`src/scbr_pkg.sv`:
```
// ----------------------------------------------------------------------------
// scbr_pkg
// Shared types and constants for the SPI chip-select byte router.
// ----------------------------------------------------------------------------
package scbr_pkg;

    // Buffer depths
    localparam int PANEL_BYTES = 5;
    localparam int LED_BYTES   = 5;

    // Bytes that fit in the 40-bit panel and LED fields
    localparam int FIELD_BYTES     = 5;
    localparam int PANEL_IN_BYTES  = (PANEL_BYTES < FIELD_BYTES) ? PANEL_BYTES : FIELD_BYTES;
    localparam int LED_OUT_BYTES   = (LED_BYTES < FIELD_BYTES) ? LED_BYTES : FIELD_BYTES;

    // Counter widths: each must hold its depth itself
    localparam int POS_W      = $clog2(PANEL_BYTES + 1);
    localparam int LED_FILL_W = $clog2(LED_BYTES + 1);

    localparam logic [7:0]  MISO_IDLE    = 8'hFF;
    localparam logic [15:0] DAC_CH_MASK  = 16'h1000;
    localparam logic [15:0] DAC_VAL_MASK = 16'h0FFF;
    localparam int          DAC_VAL_LSB  = 5;
    localparam logic [2:0]  LED_LEN_MAX  = 3'd7;

    typedef enum logic [2:0] {
        OP_BYTE = 3'd0,
        OP_SW   = 3'd1,
        OP_LED  = 3'd2,
        OP_TRIG = 3'd3,
        OP_DAC  = 3'd4
    } t_opcode;

    typedef enum logic [1:0] {
        EV_NONE = 2'd0,
        EV_LED  = 2'd1,
        EV_TRIG = 2'd2,
        EV_DAC  = 2'd3
    } t_event;

    typedef struct packed {
        logic [2:0]  opcode;
        logic [7:0]  data_value;
        logic [39:0] panel_bits;
        logic [7:0]  porta_value;
        logic [7:0]  portd_value;
        logic [47:0] cycle_stamp;
    } t_item;

    typedef struct packed {
        logic        miso_valid;
        logic [7:0]  miso_byte;
        t_event      event_kind;
        logic [39:0] led_bytes;
        logic [2:0]  led_length;
        logic [15:0] trigger_word;
        logic        dac_channel;
        logic [6:0]  dac_velocity;
        logic [47:0] event_stamp;
        logic [31:0] scan_total;
        logic [7:0]  porta_snap;
        logic [7:0]  portd_snap;
    } t_result;

endpackage

```
`src/spi_chip_select_byte_router.sv`:
```
// ----------------------------------------------------------------------------
// spi_chip_select_byte_router
// Peripheral side of one SPI bus with switch, LED, trigger and DAC selects.
// ----------------------------------------------------------------------------
// Usage:
//   Input channel (i_in_valid / o_in_ready) carries one request: an SPI byte
//   or one edge on one chip select, plus the panel, port and stamp samples.
//   Output channel (o_out_valid / i_out_ready) returns exactly one result per
//   request, in order: an optional MISO byte, an optional event (LED write,
//   trigger word or DAC write) and the current snapshot count and port holds.
//   Flow: an accepted request is held in the input register and moves into
//   the output register when the output register is free.
//   Throughput: one request per clock unless the output stalls. The input
//   register feeds a single pass of decode and buffer logic into the output
//   register; state registers update in the same cycle the result is registered.
//   Reset (i_rst_n low at a clock edge): no select active, buffers, fills,
//   port holds and the snapshot count cleared, both pipeline stages empty.
//   Receiver stall: the output register holds its result; one further
//   request waits in the input register, then o_in_ready drops until the
//   output is taken.
// ----------------------------------------------------------------------------
module spi_chip_select_byte_router import scbr_pkg::*; (
    input  logic        i_clk,
    input  logic        i_rst_n,

    // request channel
    input  logic        i_in_valid,
    output logic        o_in_ready,
    input  logic [2:0]  i_opcode,
    input  logic [7:0]  i_data_value,
    input  logic [39:0] i_panel_bits,
    input  logic [7:0]  i_porta_value,
    input  logic [7:0]  i_portd_value,
    input  logic [47:0] i_cycle_stamp,

    // result channel
    output logic        o_out_valid,
    input  logic        i_out_ready,
    output logic        o_miso_valid,
    output logic [7:0]  o_miso_byte,
    output logic [1:0]  o_event_kind,
    output logic [39:0] o_led_bytes,
    output logic [2:0]  o_led_length,
    output logic [15:0] o_trigger_word,
    output logic        o_dac_channel,
    output logic [6:0]  o_dac_velocity,
    output logic [47:0] o_event_stamp,
    output logic [31:0] o_scan_total,
    output logic [7:0]  o_porta_snap,
    output logic [7:0]  o_portd_snap
);

    // input stage
    logic    r_in_valid;
    t_item   r_in;
    // output stage
    logic    r_out_valid;
    t_result r_out;

    t_result core_result;
    logic    advance;   // request in the input stage moves to the output stage
    logic    take_in;

    assign advance    = r_in_valid && (!r_out_valid || i_out_ready);
    assign o_in_ready = !r_in_valid || advance;
    assign take_in    = i_in_valid && o_in_ready;

    scbr_core u_core (
        .i_clk    (i_clk),
        .i_rst_n  (i_rst_n),
        .i_fire   (advance),
        .i_item   (r_in),
        .o_result (core_result)
    );

    always_ff @(posedge i_clk) begin
        if (!i_rst_n) begin
            r_in_valid  <= 1'b0;
            r_out_valid <= 1'b0;
        end else begin
            if (take_in) begin
                r_in_valid <= 1'b1;
            end else if (advance) begin
                r_in_valid <= 1'b0;
            end

            if (advance) begin
                r_out_valid <= 1'b1;
            end else if (i_out_ready) begin
                r_out_valid <= 1'b0;
            end
        end
    end

    // payload registers, no reset
    always_ff @(posedge i_clk) begin
        if (take_in) begin
            r_in.opcode      <= i_opcode;
            r_in.data_value  <= i_data_value;
            r_in.panel_bits  <= i_panel_bits;
            r_in.porta_value <= i_porta_value;
            r_in.portd_value <= i_portd_value;
            r_in.cycle_stamp <= i_cycle_stamp;
        end
        if (advance) begin
            r_out <= core_result;
        end
    end

    assign o_out_valid    = r_out_valid;
    assign o_miso_valid   = r_out.miso_valid;
    assign o_miso_byte    = r_out.miso_byte;
    assign o_event_kind   = r_out.event_kind;
    assign o_led_bytes    = r_out.led_bytes;
    assign o_led_length   = r_out.led_length;
    assign o_trigger_word = r_out.trigger_word;
    assign o_dac_channel  = r_out.dac_channel;
    assign o_dac_velocity = r_out.dac_velocity;
    assign o_event_stamp  = r_out.event_stamp;
    assign o_scan_total   = r_out.scan_total;
    assign o_porta_snap   = r_out.porta_snap;
    assign o_portd_snap   = r_out.portd_snap;

endmodule

```
`src/scbr_core.sv`:
```
// ----------------------------------------------------------------------------
// scbr_core
// Select tracking, byte buffers and snapshot state; forms one result per
// request from the current state in a single pass.
// ----------------------------------------------------------------------------
module scbr_core import scbr_pkg::*; (
    input  logic    i_clk,
    input  logic    i_rst_n,
    input  logic    i_fire,
    input  t_item   i_item,
    output t_result o_result
);

    typedef enum logic [2:0] {
        SEL_NONE = 3'd0,
        SEL_SW   = 3'd1,
        SEL_LED  = 3'd2,
        SEL_TRIG = 3'd3,
        SEL_DAC  = 3'd4
    } t_sel;

    t_sel                  r_sel,       n_sel;
    logic [7:0]            r_panel     [PANEL_BYTES];
    logic [7:0]            n_panel     [PANEL_BYTES];
    logic [POS_W-1:0]      r_shift_pos, n_shift_pos;
    logic [7:0]            r_led       [LED_BYTES];
    logic [7:0]            n_led       [LED_BYTES];
    logic [LED_FILL_W-1:0] r_led_fill,  n_led_fill;
    logic [7:0]            r_trig      [2];
    logic [7:0]            n_trig      [2];
    logic [1:0]            r_trig_fill, n_trig_fill;
    logic [7:0]            r_dac       [2];
    logic [7:0]            n_dac       [2];
    logic [1:0]            r_dac_fill,  n_dac_fill;
    logic [7:0]            r_porta,     n_porta;
    logic [7:0]            r_portd,     n_portd;
    logic [31:0]           r_scan_cnt,  n_scan_cnt;

    logic       level;
    logic [15:0] dac_word;
    t_result    res;

    assign level    = i_item.data_value[0];
    assign dac_word = {r_dac[0], r_dac[1]};

    always_comb begin
        n_sel       = r_sel;
        n_panel     = r_panel;
        n_shift_pos = r_shift_pos;
        n_led       = r_led;
        n_led_fill  = r_led_fill;
        n_trig      = r_trig;
        n_trig_fill = r_trig_fill;
        n_dac       = r_dac;
        n_dac_fill  = r_dac_fill;
        n_porta     = r_porta;
        n_portd     = r_portd;
        n_scan_cnt  = r_scan_cnt;
        res         = '0;
        res.event_kind = EV_NONE;

        unique case (t_opcode'(i_item.opcode))
            OP_BYTE: begin
                unique case (r_sel)
                    SEL_SW: begin
                        res.miso_valid = 1'b1;
                        if (r_shift_pos < POS_W'(PANEL_BYTES)) begin
                            for (int i = 0; i < PANEL_BYTES; i++) begin
                                if (r_shift_pos == POS_W'(i)) begin
                                    res.miso_byte = r_panel[i];
                                end
                            end
                            n_shift_pos = r_shift_pos + POS_W'(1);
                        end else begin
                            res.miso_byte = MISO_IDLE;
                        end
                    end
                    SEL_LED: begin
                        if (r_led_fill < LED_FILL_W'(LED_BYTES)) begin
                            for (int i = 0; i < LED_BYTES; i++) begin
                                if (r_led_fill == LED_FILL_W'(i)) begin
                                    n_led[i] = i_item.data_value;
                                end
                            end
                            n_led_fill = r_led_fill + LED_FILL_W'(1);
                        end
                    end
                    SEL_TRIG: begin
                        if (r_trig_fill < 2'd2) begin
                            n_trig[r_trig_fill[0]] = i_item.data_value;
                            n_trig_fill = r_trig_fill + 2'd1;
                        end
                    end
                    SEL_DAC: begin
                        if (r_dac_fill < 2'd2) begin
                            n_dac[r_dac_fill[0]] = i_item.data_value;
                            n_dac_fill = r_dac_fill + 2'd1;
                        end
                    end
                    default: begin
                    end
                endcase
            end
            OP_SW: begin
                if (level) begin
                    for (int i = 0; i < PANEL_BYTES; i++) begin
                        n_panel[i] = 8'h00;
                    end
                    for (int i = 0; i < PANEL_IN_BYTES; i++) begin
                        n_panel[i] = i_item.panel_bits[8*i +: 8];
                    end
                    n_shift_pos = '0;
                    n_sel       = SEL_SW;
                    n_scan_cnt  = r_scan_cnt + 32'd1;
                end else if (r_sel == SEL_SW) begin
                    n_sel = SEL_NONE;
                end
            end
            OP_LED: begin
                if (!level) begin
                    n_led_fill = '0;
                    n_sel      = SEL_LED;
                end else begin
                    if (r_sel == SEL_LED && r_led_fill != '0) begin
                        res.event_kind = EV_LED;
                        for (int i = 0; i < LED_OUT_BYTES; i++) begin
                            if (LED_FILL_W'(i) < r_led_fill) begin
                                res.led_bytes[8*i +: 8] = r_led[i];
                            end
                        end
                        res.led_length  = (32'(r_led_fill) > 32'(LED_LEN_MAX)) ?
                                          LED_LEN_MAX : 3'(r_led_fill);
                        res.event_stamp = i_item.cycle_stamp;
                    end
                    n_sel = SEL_NONE;
                end
            end
            OP_TRIG: begin
                if (!level) begin
                    n_trig_fill = '0;
                    n_sel       = SEL_TRIG;
                end else begin
                    if (r_sel == SEL_TRIG && r_trig_fill == 2'd2) begin
                        res.event_kind   = EV_TRIG;
                        res.trigger_word = {r_trig[0], r_trig[1]};
                        res.event_stamp  = i_item.cycle_stamp;
                    end
                    n_sel = SEL_NONE;
                end
            end
            OP_DAC: begin
                if (!level) begin
                    n_porta    = i_item.porta_value;
                    n_portd    = i_item.portd_value;
                    n_dac_fill = '0;
                    n_sel      = SEL_DAC;
                end else begin
                    if (r_sel == SEL_DAC && r_dac_fill == 2'd2) begin
                        res.event_kind   = EV_DAC;
                        res.dac_channel  = ((dac_word & DAC_CH_MASK) == '0);
                        res.dac_velocity = 7'((dac_word & DAC_VAL_MASK) >> DAC_VAL_LSB);
                        res.event_stamp  = i_item.cycle_stamp;
                    end
                    n_sel = SEL_NONE;
                end
            end
            default: begin
            end
        endcase

        // state views show the value after this request
        res.scan_total = n_scan_cnt;
        res.porta_snap = n_porta;
        res.portd_snap = n_portd;
    end

    assign o_result = res;

    always_ff @(posedge i_clk) begin
        if (!i_rst_n) begin
            r_sel       <= SEL_NONE;
            r_shift_pos <= '0;
            r_led_fill  <= '0;
            r_trig_fill <= '0;
            r_dac_fill  <= '0;
            r_porta     <= '0;
            r_portd     <= '0;
            r_scan_cnt  <= '0;
            for (int i = 0; i < PANEL_BYTES; i++) r_panel[i] <= '0;
            for (int i = 0; i < LED_BYTES; i++)   r_led[i]   <= '0;
            for (int i = 0; i < 2; i++) begin
                r_trig[i] <= '0;
                r_dac[i]  <= '0;
            end
        end else if (i_fire) begin
            r_sel       <= n_sel;
            r_panel     <= n_panel;
            r_shift_pos <= n_shift_pos;
            r_led       <= n_led;
            r_led_fill  <= n_led_fill;
            r_trig      <= n_trig;
            r_trig_fill <= n_trig_fill;
            r_dac       <= n_dac;
            r_dac_fill  <= n_dac_fill;
            r_porta     <= n_porta;
            r_portd     <= n_portd;
            r_scan_cnt  <= n_scan_cnt;
        end
    end

endmodule
```
`config.mk`:
```
export PLATFORM = sky130hd
export DESIGN_NAME = spi_chip_select_byte_router
export DESIGN_NICKNAME = d
export VERILOG_FILES = /design/src/scbr_pkg.sv /design/src/spi_chip_select_byte_router.sv /design/src/scbr_core.sv
export SDC_FILE = /design/constraint.sdc
export NUM_CORES = 1
export LEC_CHECK = 0
export BUFFER_PORTS_ARGS = -buffer_cell sky130_fd_sc_hd__buf_4
export CAP_MARGIN = 20
export CORE_ASPECT_RATIO = 2
export CORE_MARGIN = 10
export CORE_UTILIZATION = 55
export DETAILED_ROUTE_END_ITERATION = 16
export HOLD_SLACK_MARGIN = 0.03
export PLACE_DENSITY = 0.74
export SYNTH_ARGS = -nofsm -noshare
export SYNTH_HDL_FRONTEND = slang
export SYNTH_SLANG_ARGS = --single-unit
```
`constraint.sdc`:
```
create_clock -name i_clk -period 9.8 [get_ports i_clk]
set_input_delay 1.47 -clock i_clk [delete_from_list [all_inputs] [get_ports i_clk]]
set_output_delay 1.47 -clock i_clk [all_outputs]
set_load 0.02 [all_outputs]
```
==> run summary <==
The minimum setup slack in the final design is 6120 ps. The largest single stage delay on the critical path is 870 ps. The first global-routing pass estimated 65.8 mm of wire. The maximum clock path buffer count is 3. The complex-gate fraction of the synthesized area came to 0.0907. The detailed router placed 12,000 vias in this run. The DRC violation total after the first TritonRoute iteration came out at 624.

The wire length per cell after detailed routing is 19.8 um. At the pin with the least slew margin, the transition time is 1020 ps. The worst hold path passes through 2 cells. Before antenna repair, the detailed router went through 7 iterations. Measured in cells, the most critical reg-to-reg path has a length of 7.

The worst register-to-register path ends at u_core.r_scan_cnt[23]. edfxtp_1 takes more of the synthesized area than any other cell. The final sum of negative setup slack came out at 0 ps.

The maximum number of pins on one net before global-route repair is 93. The cell count after synthesis is 1,456. The hold buffer count at cts is 0. The number of antenna violations at the first check in global routing is 0. Of the total synthesized cell area, the portion taken by XOR and XNOR cells is 0.0167.

The placer's final routability congestion estimate came out at 0.848. The met2 global-route usage came out at 0.385. The cell area power density came out at 179 mW/mm^2. In the final layout, the share of cells above drive strength 1 is 0.234.

Of the total synthesized cell area, the portion taken by AND, OR, NAND and NOR gates is 0.148. The I/O pin total is 295. The layer carrying the most global-route usage is met2.

The reported max-cap violation count came out at 0. Setup repair after global routing left no endpoint under its margin. The HPWL after detailed placement is 30.4 mm. For this run, the leading register cell type out of synthesis is edfxtp_1. The part of the total power dissipated in the clock network is 0.400. Walking the worst path, the cells encountered are buf_4, clkinv_2, buf_4, a41oi_1, nand2_1, mux2i_1. The total wire length is 42.7 mm. The number of H-tree branching levels is 2.

The finished cells cover 0.0216 mm^2. The final-stage net count is 1,835. The commonest cells after synthesis are edfxtp_1, nand2_1, dfxtp_1.

The number of nets with antenna violations after detailed routing came out at 0. After synthesis, the largest family of logic cells by area is simple AND/OR/NAND/NOR gates. The maximum fanout along the worst path came out at 67. The count of flip-flops with a built-in enable after synthesis is 289.

The leakage component of the power came out at 7.79 nW. After synthesis the cells add up to 0.0178 mm^2. The worst register-to-register path begins at o_out_valid. The share of the synthesized area in the top cell type is 0.488. The per-instance average area after synthesis came out at 12.2 um^2.

The antenna diode count came out at 0. The max-slew headroom at the worst pin is 0.313. The final-report hold violation count is 0. Derived from the worst setup path, the maximum achievable clock frequency is 272 MHz. The worst setup path is captured at a register. TritonCTS built the clock tree. The post-synthesis net count is 1,586.

edfxtp_1 is the most common cell in the netlist. The clock transition at the registers of the reported paths came out at 70 ps. The total number of yosys warnings is 0. In this run the standard cell core region covers 0.0321 mm^2. The part of the cycle the worst path needs is 0.376. The critical path in this run is classified as in -> reg. The worst hold path begins at u_core.r_panel[23].

The setup check on the worst reg-to-reg path leaves a slack of 6850 ps. The run finished with clean final reports. The worst hold-check slack came out at 449 ps. The chip height is 274 um.

The remaining global-route overflow came out at 0. The relative contribution of combinational cells to total power is 0.049. The adder and majority cell fraction of the synthesized area came out at 0.00774. Data on the critical path arrives at its endpoint at 4160 ps.

The average via count per standard cell is 5.54. VDD sags by at most 185 uV. The path class of the tightest hold or removal check is reg -> reg. The portion of synthesized area spent on multiplexers is 0.0350.

The worst hold path endpoint is u_core.r_panel[23]. The internal power summed over all cells is 3.04 mW. The clock skew came out at 18.0 ps. The synthesized flop and latch total came out at 456. For this run, global-route usage on met3 was measured as 0.0416. The via count of the first global-routing pass was 12,100. The critical path startpoint category is an input port.

For this run, the total global-route usage over all layers was measured as 0.204. The clock latency of the later-clocked register in the worst-skew pair came out at 550 ps. The die is 147 um wide.

The number of library cell types mapped by synthesis came out at 61. The global-route track usage on met1 came out at 0.202. Of the total power, the share spent switching nets is 0.212. The total placed instance area is 0.0202 mm^2. For this run, the register share of the synthesized area comes to 0.676.

The floorplan row count is 93. The total of buffers placed on input and output ports is 294. In this run the post-CTS setup repair buffer count came out at 0.

STA puts the critical path data required time at 10,270 ps. The slowest stage cell on the critical path is clkinv_2. The die area is 0.0404 mm^2. The number of slew-limit violations in the final report is 0. The proportion of power drawn by flip-flops and latches came out at 0.551. The TritonCTS buffer count came out at 38.

The filler cell count in the final layout came out at 2,439. In this run the clock root is driven by a clkbuf_16. The count of cells resized by post-cts repair is 0. The worst slack at placement came out at 5500 ps. After synthesis, the share of flip-flops with an asynchronous set or reset is 0. The smallest clock period supported by the final layout is computed as 3680 ps.

The final setup violation count came out at 0. The number of clock sinks seen by CTS is 456. The initial core utilization is 0.554. By area the synthesized netlist is led by edfxtp_1, dfxtp_1, nand2_1, a21oi_1, mux2i_1. Among the stages of the critical path, the cell type that occurs most often is buf_4.

After detailed routing, the number of remaining DRC violations is 0. The area overhead of the layout relative to synthesis is 21.3%. The analysis attributes to net switching a power of 820 uW.
[cell usage in the layout, fill, tap and decap left out, drive strengths merged, types with 3 or more instances in the layout]
master	count
buf	308
edfxtp	289
nand2	222
dfxtp	167
a21oi	116
o21ai	68
nand3	54
clkbuf	53
and3	51
a21boi	50
mux2i	43
and2	29
nor2	24
nand4	22
xnor2	19
nand2b	17
mux2	17
inv	17
xor2	15
or4	15
nor3	14
clkinv	14
and4	13
o31ai	13
or3	11
ha	11
nor4	11
a31oi	10
o211ai	8
nor4b	4
nor2b	3
or3b	3
nor3b	3
[power by group through the flow]
| stage | registers [mW] | clock network [mW] | logic (mW) |
|---|---|---|---|
| floorplan | 2.20 | 0 | 0.0551 |
| global placement | 2.17 | 0 | 0.190 |
| detailed placement | 2.17 | 0 | 0.193 |
| CTS | 2.12 | 1.57 | 0.193 |
| global route | 2.13 | 1.64 | 0.203 |
| finish | 2.12 | 1.54 | 0.191 |
[through the flow]
step / utilization / cells / power, mW
floorplan: - / 1456 / 2.26
global placement: 0.630 / 2089 / 2.36
detailed placement: 0.630 / 2089 / 2.36
CTS: 0.670 / 2158 / 3.89
global route: 0.672 / 2161 / 3.97
finish: 0.672 / 2161 / 3.86
[worst max-delay path by stage]
stage	start	endpoint	cells past startpoint
after floorplan	i_out_ready	u_core.r_scan_cnt[5]	6
after global placement	i_out_ready	u_core.r_scan_cnt[23]	8
after detailed placement	i_out_ready	u_core.r_scan_cnt[23]	8
after CTS	i_out_ready	u_core.r_scan_cnt[23]	8
after global routing	i_rst_n	u_core.r_led_fill[1]	6
final	i_rst_n	u_core.r_led_fill[1]	6
[final cells by class]
cell class	count	area (um^2)	share of cell area
flip-flops and latches	456	12000	0.557
multi-input cells	883	5320	0.247
repair buffers	308	2340	0.108
clock buffers	53	1160	0.0539
well taps	427	534	0.0248
clock inverters	16	125	0.00580
inverters	18	73.8	0.00342
[flip-flops by register name, indices dropped and copies added, names as in the netlist, 7 cells and up]
name and count:
o_event_stamp 48, o_scan_total 32, o_dac_velocity 7, o_led_bytes 40
u_core.r_trig 16, u_core.r_panel 40, u_core.dac_word 8, u_core.r_porta 8
r_in 115, o_porta_snap 8, o_portd_snap 8, o_miso_byte 8
o_trigger_word 16, u_core.r_led 40, u_core.r_portd 8, u_core.r_scan_cnt 32
[routing by layer]
metal,vias to the layer above,part of all wire
li1,5788,-
met1,5688,0.34
met2,391,0.55
met3,112,0.056
met4,0,0.052
met5,-,0
[critical path, delay by kind of cell]
family | cells | cell delay, ps
AOI/OAI and AO/OA | 1 | 410
buffers and inverters | 3 | 2030
muxes | 1 | 130
and+or+nand+nor | 1 | 100
[logic make-up (layout without fill, tap and decap cells)]
group / count (synthesis) / count (layout)
AOI/OAI and AO/OA: 276 / 276
DFF: 456 / 456
buffers and inverters: 117 / 395
and+or+nand+nor: 502 / 502
xor gates and xnor gates: 34 / 34
muxes: 60 / 60
adders and majority gates: 11 / 11
(Power assumes the default switching activity.)
